[config.mk]
export PLATFORM = sky130hd
export DESIGN_NAME = gad_div
export DESIGN_NICKNAME = d
export VERILOG_FILES = /design/src/hdl/gad_div.sv
export SDC_FILE = /design/constraint.sdc
export NUM_CORES = 1
export LEC_CHECK = 0
export ABC_AREA = 1
export BUFFER_PORTS_ARGS = -buffer_cell sky130_fd_sc_hd__buf_2
export CAP_MARGIN = 20
export CORE_MARGIN = 2
export CORE_UTILIZATION = 40
export CTS_BUF_LIST = sky130_fd_sc_hd__clkbuf_2 sky130_fd_sc_hd__clkbuf_4 sky130_fd_sc_hd__clkbuf_8
export CTS_CLUSTER_SIZE = 14
export DETAILED_ROUTE_END_ITERATION = 10
export PLACE_DENSITY_LB_ADDON = 0.2
export SLEW_MARGIN = 10
export SYNTH_ARGS = -nofsm -noshare
export SYNTH_HDL_FRONTEND = slang
export SYNTH_SLANG_ARGS = --single-unit
[constraint.sdc]
create_clock -name clk -period 7 [get_ports clk]
set_input_delay 0.7 -clock clk [delete_from_list [all_inputs] [get_ports clk]]
set_output_delay 0.7 -clock clk [all_outputs]
set_load 0.005 [all_outputs]
[src/hdl/gad_div.sv]
`default_nettype none

// Restoring divider of a 128-bit dividend by a 64-bit divisor, one quotient
// bit per cycle. The upper half must be below the divisor.
module gad_div (
	input  logic        clk,
	input  logic        arst_n,
	input  logic        start,
	input  logic [63:0] num_hi,
	input  logic [63:0] num_lo,
	input  logic [63:0] den,
	output logic [63:0] quot,
	output logic        done
);

	localparam logic [5:0] LAST = 6'd63;

	logic [63:0] r_q, lo_q, den_q, q_q;
	logic [5:0]  cnt_q;
	logic        busy_q, done_q;
	logic [63:0] rs, diff;
	logic        take;

	always_comb begin
		rs   = {r_q[62:0], lo_q[63]};
		diff = rs - den_q;
		// A bit shifted out of the top means the remainder already exceeds the divisor.
		take = r_q[63] || (rs >= den_q);
	end

	always_ff @(posedge clk or negedge arst_n) begin
		if (!arst_n) begin
			busy_q <= 1'b0;
			cnt_q  <= '0;
			done_q <= 1'b0;
		end else begin
			done_q <= busy_q && (cnt_q == LAST);
			if (start) begin
				busy_q <= 1'b1;
				cnt_q  <= '0;
			end else if (busy_q) begin
				cnt_q <= cnt_q + 6'd1;
				if (cnt_q == LAST)
					busy_q <= 1'b0;
			end
		end
	end

	always_ff @(posedge clk) begin
		if (start) begin
			r_q   <= num_hi;
			lo_q  <= num_lo;
			den_q <= den;
			q_q   <= '0;
		end else if (busy_q) begin
			r_q  <= take ? diff : rs;
			lo_q <= {lo_q[62:0], 1'b0};
			q_q  <= {q_q[62:0], take};
		end
	end

	assign quot = q_q;
	assign done = done_q;

endmodule

`default_nettype wire

==> qor.csv <==
metric;value;unit
status;completed;
die area;0.0443;sq mm
DR DRC count;0;
Detail Route Antenna Nets;0;
Avg Inst Size Synth;7.02;sq um
per-cell routed wire length;16.5;microns
max incr delay on CP;0.66;ns
DIE HEIGHT;210;microns
RSZ-0062 raised after global routing;false;
CP Launch Type;flip-flop;
Critical Path End Type;flip-flop;
Max Slew Vio Count;0;
cts repair resizes;0;
CTS Root Cell;clkbuf_8;
io pins;260;
Slew headroom;36.6;%
most used cell, CP;nand2_1;
pin count of the biggest net entering global routing;138;
#FFs+latches synth;264;
die width;210;microns
ys async rst share;3.03;%
GRT overflow;0;
critical setup path kind;reg2reg;
met2 Usage GRT;38.4;%
initial antenna violation count;16;
gpl congestion;1.02;
layout cells sized above 1;14.4;%
total power;7.69;mW
first-pass GRT wire length;83600;microns
top cells by area, synth;edfxtp_1 34%, nand2_1 23%, inv_1 11%;
crit-path leading delay family;simple AND/OR/NAND/NOR gates;
CORE AREA;0.0420;sq mm
placed cells;3171;
CTS buffer count;47;
post-route setup TNS;0;ns
busiest layer in global routing;met2;
H-tree levels;2;
Hold WC Path Type;in2reg;
Max Freq;255;MHz
Clock Sinks;264;
Unique masters post-synth;36;
Seq/Total Area, Yosys;42.5;%
Peak VDD IR;167;uV
Yosys warnings;0;
CP required;7.49;ns
number of synthesized flops with an enable pin;192;
minimum clock period;3.92;ns
Clock Tree Buf Depth;3;
Non-Filler Instances;3268;
CP Cell Sequence;ha_1, nand2_1, inv_1, nand2_1, inv_1, nand2_1, nand2_1, a21oi_2, nor2_1, nor2_4, buf_4, nand2_2, buf_4, nand2_1, nand3_1, nand2_1;
Commonest cells post-synth;1032 x nand2_1, 485 x inv_1, 192 x edfxtp_1;
IO Port Bufs;259;
CP Max Fanout;65;
Nets;2944;
All-Layer GR Usage;24.4;%
placed instance area;0.0188;sq mm
most used flip-flop cell after synthesis;edfxtp_1;
hold violation total from the final report;0;
CP arrival;4.41;ns
DPL Wire Length;41700;microns
CTS tree;done;
met1 Usage GRT;32.3;%
clk_skew;0.0775;ns
Synth top area share;33.8;%
Core Rows;75;
fin util;47.3;%
Power Density;387;mW/mm^2
max cap viols;0;
number of global-route vias before repair;15500;
largest area contributor in the netlist;edfxtp_1;
most frequent cell after synthesis;nand2_1;
Worst path slowest cell;buf_4;
DR pass1 iterations;6;
First DRT Iteration DRCs;1232;
Leak;10.8;nW
Area Growth Syn to Fin;16.7;%
via count;15700;
Synthesized Nets;2692;
Period Utilization, post-route;56.0;%
final wirelength;53800;microns
Skew-Pair Late Insertion Delay;0.69;ns
Worst-path clk slew;0.06;ns
Syn Std Cell Area;0.0171;sq mm
met3 Use GR;6.64;%
final instance area;0.0199;sq mm
Starting Density;40.6;%
Tightest Pin Transition;0.951;ns
vias per inst;4.79;
Final setup viols;0;
Worst Path Buf+Inv;4;
Cells after Synth;2431;
## registers in the layout (all words and copies together) (netlist names)
name and flops:
den_q 64, lo_q 64, quot 64, r_q 64
cnt_q 6, busy_q 1, done 1
## cells by family (layout without fill, tap and decap cells)
logic type               after synthesis  count (layout)  share of synthesized area [%]
AND/OR/NAND/NOR                     1388            1388                           33.9
XOR/XNOR                              31              31                           1.59
adder cells (fa/ha/maj)               66              66                           4.89
buffers and inverters                560             849                           13.0
other                                  0               9                              0
AO/OA/AOI/OAI                        122             122                           4.11
flip-flops                           264             264                           42.5
## metal layers
layer | wire (microns) | up-vias | share of wire, %
met5 | 110 | - | 0.20
met3 | 4170 | 91 | 7.8
met2 | 23600 | 419 | 44
met1 | 24400 | 7121 | 45
li1 | - | 8021 | -
met4 | 1500 | 16 | 2.8
## metrics by stage
stage / hold WS, ns / setup slack, ns
after floorplan: 0.404 / 1.80
after global placement: 0.468 / 3.24
after detailed placement: 0.480 / 3.15
after CTS: 0.147 / 3.09
after global routing: 0.150 / 2.73
final: 0.183 / 3.08
## placed cells by master, fill, tap and decap left out, types with 17 or more instances in the layout
cell type,n
ha_1,65
nand2_1,1030
o22ai_1,62
buf_2,258
nand3_1,125
clkbuf_8,55
nor3_1,17
nand4_1,18
xnor2_1,29
a21oi_1,42
inv_1,484
edfxtp_1,192
dfxtp_1,64
nand3b_1,55
nor2_1,103
## where the power goes
part / internal [mW] / switching (mW)
logic: 1.30 / 2.61
registers: 2.01 / 0.128
clock network: 0.943 / 0.701
total: 4.25 / 3.44
## area by class of cell
| type | instances | area [sq um] |
|---|---|---|
| Multi-Input combinational cell | 1607 | 7610 |
| Sequential cell | 264 | 7250 |
| Timing Repair Buffer | 269 | 1420 |
| Inverter | 494 | 1860 |
| Clock inverter | 18 | 215 |
| Antenna cell | 9 | 22.5 |
| Clock buffer | 68 | 855 |
| Tap cell | 539 | 674 |
| Fill cell | 4446 | 22100 |
## worst paths after layout
path	cells after the start	end	start	slack [ns]
max in group asynchronous	2	cnt_q[1]	arst_n	6.36
max	16	r_q[34]	r_q[46]	3.08
max reg2reg	16	r_q[34]	r_q[46]	3.08
min	1	den_q[16]	den[16]	0.18
min reg2reg	2	lo_q[51]	lo_q[50]	0.44
min in group asynchronous	2	cnt_q[3]	arst_n	0.46
## timing repair
item                      in CTS  in global routing
hold endpoints to repair       8                  0
buffers inserted               0                  0
hold buffers                   1                  0
(Power assumes the default switching activity.)
