==> config.mk <==
export PLATFORM = sky130hd
export DESIGN_NAME = gad_mul
export DESIGN_NICKNAME = d
export VERILOG_FILES = /design/src/hdl/gad_mul.sv
export SDC_FILE = /design/constraint.sdc
export NUM_CORES = 1
export LEC_CHECK = 0
export BUFFER_PORTS_ARGS = -buffer_cell sky130_fd_sc_hd__buf_2
export CORE_MARGIN = 2
export CORE_UTILIZATION = 45
export CTS_CLUSTER_SIZE = 8
export DETAILED_ROUTE_END_ITERATION = 6
export GPL_TIMING_DRIVEN = 0
export HOLD_SLACK_MARGIN = 0.08
export PLACE_DENSITY_LB_ADDON = 0.05
export SYNTH_ARGS = -nofsm -noshare
export SYNTH_HDL_FRONTEND = slang
export SYNTH_SLANG_ARGS = --single-unit
export TNS_END_PERCENT = 20
==> constraint.sdc <==
create_clock -name clk -period 4 [get_ports clk]
set_input_delay 0.2 -clock clk [delete_from_list [all_inputs] [get_ports clk]]
set_output_delay 0.2 -clock clk [all_outputs]
set_load 0.05 [all_outputs]
==> src/hdl/gad_mul.sv <==
`default_nettype none

// Unsigned 64 x 64 shift-and-add multiplier, one multiplier bit per cycle.
module gad_mul (
	input  logic         clk,
	input  logic         arst_n,
	input  logic         start,
	input  logic [63:0]  a,
	input  logic [63:0]  b,
	output logic [127:0] prod,
	output logic         done
);

	localparam logic [5:0] LAST = 6'd63;

	logic [63:0] a_q, b_q, hi_q, lo_q;
	logic [5:0]  cnt_q;
	logic        busy_q, done_q;
	logic [64:0] sum;

	always_comb begin
		sum = {1'b0, hi_q} + (b_q[0] ? {1'b0, a_q} : 65'd0);
	end

	always_ff @(posedge clk or negedge arst_n) begin
		if (!arst_n) begin
			busy_q <= 1'b0;
			cnt_q  <= '0;
			done_q <= 1'b0;
		end else begin
			done_q <= busy_q && (cnt_q == LAST);
			if (start) begin
				busy_q <= 1'b1;
				cnt_q  <= '0;
			end else if (busy_q) begin
				cnt_q <= cnt_q + 6'd1;
				if (cnt_q == LAST)
					busy_q <= 1'b0;
			end
		end
	end

	always_ff @(posedge clk) begin
		if (start) begin
			a_q  <= a;
			b_q  <= b;
			hi_q <= '0;
			lo_q <= '0;
		end else if (busy_q) begin
			hi_q <= sum[64:1];
			lo_q <= {sum[0], lo_q[63:1]};
			b_q  <= {1'b0, b_q[63:1]};
		end
	end

	assign prod = {hi_q, lo_q};
	assign done = done_q;

endmodule

`default_nettype wire

==> impl_metrics.yaml <==
critical_path:
  critical-path-top-delay-family: "compound AO/OA/AOI/OAI gates"
  path_depth: 15
  cp_slowest_cell: "or4b_1"
  cp_num_buf_inv: 3
  cp-end-kind: "flip-flop"
  path_max_fanout: 10
  crit_chain: "buf_4 > clkbuf_1 > and2_1 > ha_1 > buf_2 > a21oi_1 > o21a_1 > o22ai_2 > or4b_1 > a21o_2 > o21ai_0 > o31ai_1 > o21ai_1 > o2111a_1 > nor3_1"
  r2r_start: "b_q[0]"
  r2r_cells: 15
  ff2ff_setup_slack_ps: 200
  cp.arrival_ps: 4160
  r2r-end: "hi_q[63]"
  crit_path_start: "b_q[0]"
  crit_end: "hi_q[63]"
  crit_path_start_kind: "flip-flop"
  critPathKind: "reg -> reg"
  max_stage_delay_ps: 520
  cp.required_ps: 4360
yosys:
  synthTopCellsByCount: "nor2_1 (137), dfxtp_1 (128), edfxtp_1 (128)"
  syn_avg_cell_area_um2: 10.5
  yosysMostFrequentCell: "nor2_1"
  yosys-top-cells-area: "edfxtp_1 (29%), dfxtp_1 (19%), mux2i_1 (6.9%)"
  synth_nets: 1471
  synth_enable_flop_cells: 128
  ys.flop_type: "edfxtp_1"
  yosys.area.top_type: "edfxtp_1"
  syn_area_um2: 13400
  yosysUniqueCellTypes: 70
  yosysWarningCount: 0
  synthArstFlopShare: 0.0303
  ys_seq_elements: 264
  ys_seq_area_frac: 0.492
  syn_inst: 1274
  yosysTopAreaCellShare: 0.286
sta:
  hold_viol_final: 0
  finalSetupViolCount: 0
  tightest_slew_ps: 1060
  fin_skew_ps: 14.5
  finalCritPeriodShare: 0.949
  fmax_ghz: 0.263
  slew_headroom: 0.278
  maxSlewViolCount: 0
  rsz0062_at_grt: "yes"
  finalCriticalPeriod_ps: 3800
drt:
  dr.pass1.iters: 5
  drt_iter0_markers: 530
  drc: 0
  drt_wl_total_um: 35500
  ant_nets: 0
  dr_total_vias: 10900
  vias_per_cell: 5.16
  wl_per_cell_um: 16.8
floorplan:
  core_area_um2: 29500
  die-area_um2: 31200
  die_w_um: 177
  start_util: 0.455
  die_h_um: 177
  ios: 260
  placement_rows: 63
layout:
  final_area_um2: 17700
  areaGrowthSynthToFinish_pct: 31.7
  drive_gt1_frac: 0.231
  fin_util: 0.600
  final_nets: 1897
pwr:
  p_per_area_nw_per_um2: 516
  leakage_nw: 8.21
  worst_ir_drop_vdd_v: 0.000306
  total_power_w: 0.00912
clock_tree:
  cts_max_level: 2
  tritoncts: "built"
  cts.sinks: 264
  cts_root_buffer: "clkbuf_16"
  clock_latency_ps: 520
  path_clk_slew_ps: 50
  numCtsBuffers: 39
  clockBufferDepth: 3
place:
  placed_area_um2: 15200
  post-dp-hpwl_um: 25600
  place_congestion: 0.870
  numPortBuffers: 259
global_routing:
  grt_max_degree: 66
  overflow: 0
  grt_pass1_wl_um: 56600
  track_usage: 0.226
  antenna_found_initial: 1
  grt_pass1_vias: 11000
min_path:
  hold_path_class: "in -> async"
status:
  status: "completed"
run:
  drv_cap: 0
[cell usage in the layout, fill, tap and decap left out, drive strengths merged, types with 6 or more instances in the layout]
cell         Yosys  layout
a31oi           10      10
buf              6     268
mux2            64      64
and2            69      69
a21o            31      31
mux2i           92      92
edfxtp         128     128
dfxtp          128     128
o21a             8       8
nor2b            8       8
dfrtp            8       8
nand2b           7       7
nor2           138     138
a211oi           6       6
inv             15      15
nand4           26      26
o21ai           71      71
nand2           79      79
nor4             8       8
clkbuf          64     120
xor2            26      26
ha              65      65
a21oi           82      82
nor3            14      14
xnor2           34      34
nand3           18      18
o21bai          14      14
dlygate4sd3      0     129
[worst register-to-register path, cell delays in order (launching register included)]
cell	delay (ps)
edfxtp_1	350
buf_4	190
clkbuf_1	300
and2_1	190
ha_1	210
buf_2	160
a21oi_1	200
o21a_1	220
o22ai_2	110
or4b_1	520
a21o_2	230
o21ai_0	160
o31ai_1	160
o21ai_1	330
o2111a_1	250
nor3_1	50
[worst min path at each step]
stage	cells past startpoint	slack, ps	endpoint
2_1_floorplan	0	-100	busy_q
3_3_place_gp	1	60	cnt_q[0]
3_5_place_dp	1	50	cnt_q[0]
4_1_cts	2	80	cnt_q[1]
5_1_grt	2	120	busy_q
6_report	2	120	cnt_q[1]
[layout make-up]
type | instances | area (um^2)
antenna | 1 | 2.50
buffer | 64 | 248
clock buffer | 62 | 1060
clock inverter | 4 | 43.8
fill | 2614 | 11800
inverter | 15 | 56.3
multi-input combinational | 925 | 6550
sequential | 264 | 6610
tap | 390 | 488
timing repair buffer | 391 | 2630
[stage by stage]
stage	TNS [ps]	worst slack, ps	hold WS (ps)	cells
floorplan	0	771	-95.6	1274
global placement	-67920	-949	55.0	1923
detailed placement	-6360	-644	54.4	1924
CTS	0	7.61	80.2	2120
global route	-69.3	-59.3	121	2116
finish	0	203	119	2116
[report_power, final]
| group | internal [W] | leakage, nW | total (W) | switching (W) |
|---|---|---|---|---|
| clock | 0.00181 | 0.523 | 0.00298 | 0.00117 |
| sequential | 0.00316 | 2.46 | 0.00337 | 0.000207 |
| combinational | 0.000960 | 5.23 | 0.00277 | 0.00181 |
| total | 0.00593 | 8.21 | 0.00912 | 0.00320 |
[repair_timing]
item,in CTS,in global routing
hold buffers,129,0
endpoints found under the hold margin,136,0
cloned,0,0
resized for setup,4,9
buffers inserted,2,0
pin swaps,0,0
endpoints found under the setup margin,25,16
[state kept, by name, summed over array words and instances, names as in the netlist]
| name | flops |
|---|---|
| hi_q | 64 |
| b_q | 64 |
| cnt_q | 6 |
| lo_q | 64 |
| done | 1 |
| busy_q | 1 |
| a_q | 64 |
[per-layer routing]
| metal | vias to the layer above | global-route usage | wire length [um] |
|---|---|---|---|
| met2 | 281 | 0.367 | 16300 |
| li1 | 5471 | - | - |
| met3 | 54 | 0.0616 | 2500 |
| met4 | 0 | 0.0654 | 782 |
| met5 | - | 0 | 0 |
| met1 | 5116 | 0.296 | 16000 |
[logic make-up (layout without fill, tap and decap cells)]
family          count (synthesis)  count (layout)  synth area share
fa+ha+maj                      66              66            0.0621
xor+xnor                       60              60            0.0391
buf+inv                        85             536            0.0242
simple gates                  382             382             0.137
flops                         264             264             0.492
other cells                     0               1                 0
compound gates                261             261             0.123
mux                           156             156             0.122
Power figures use the tool's default switching activity.
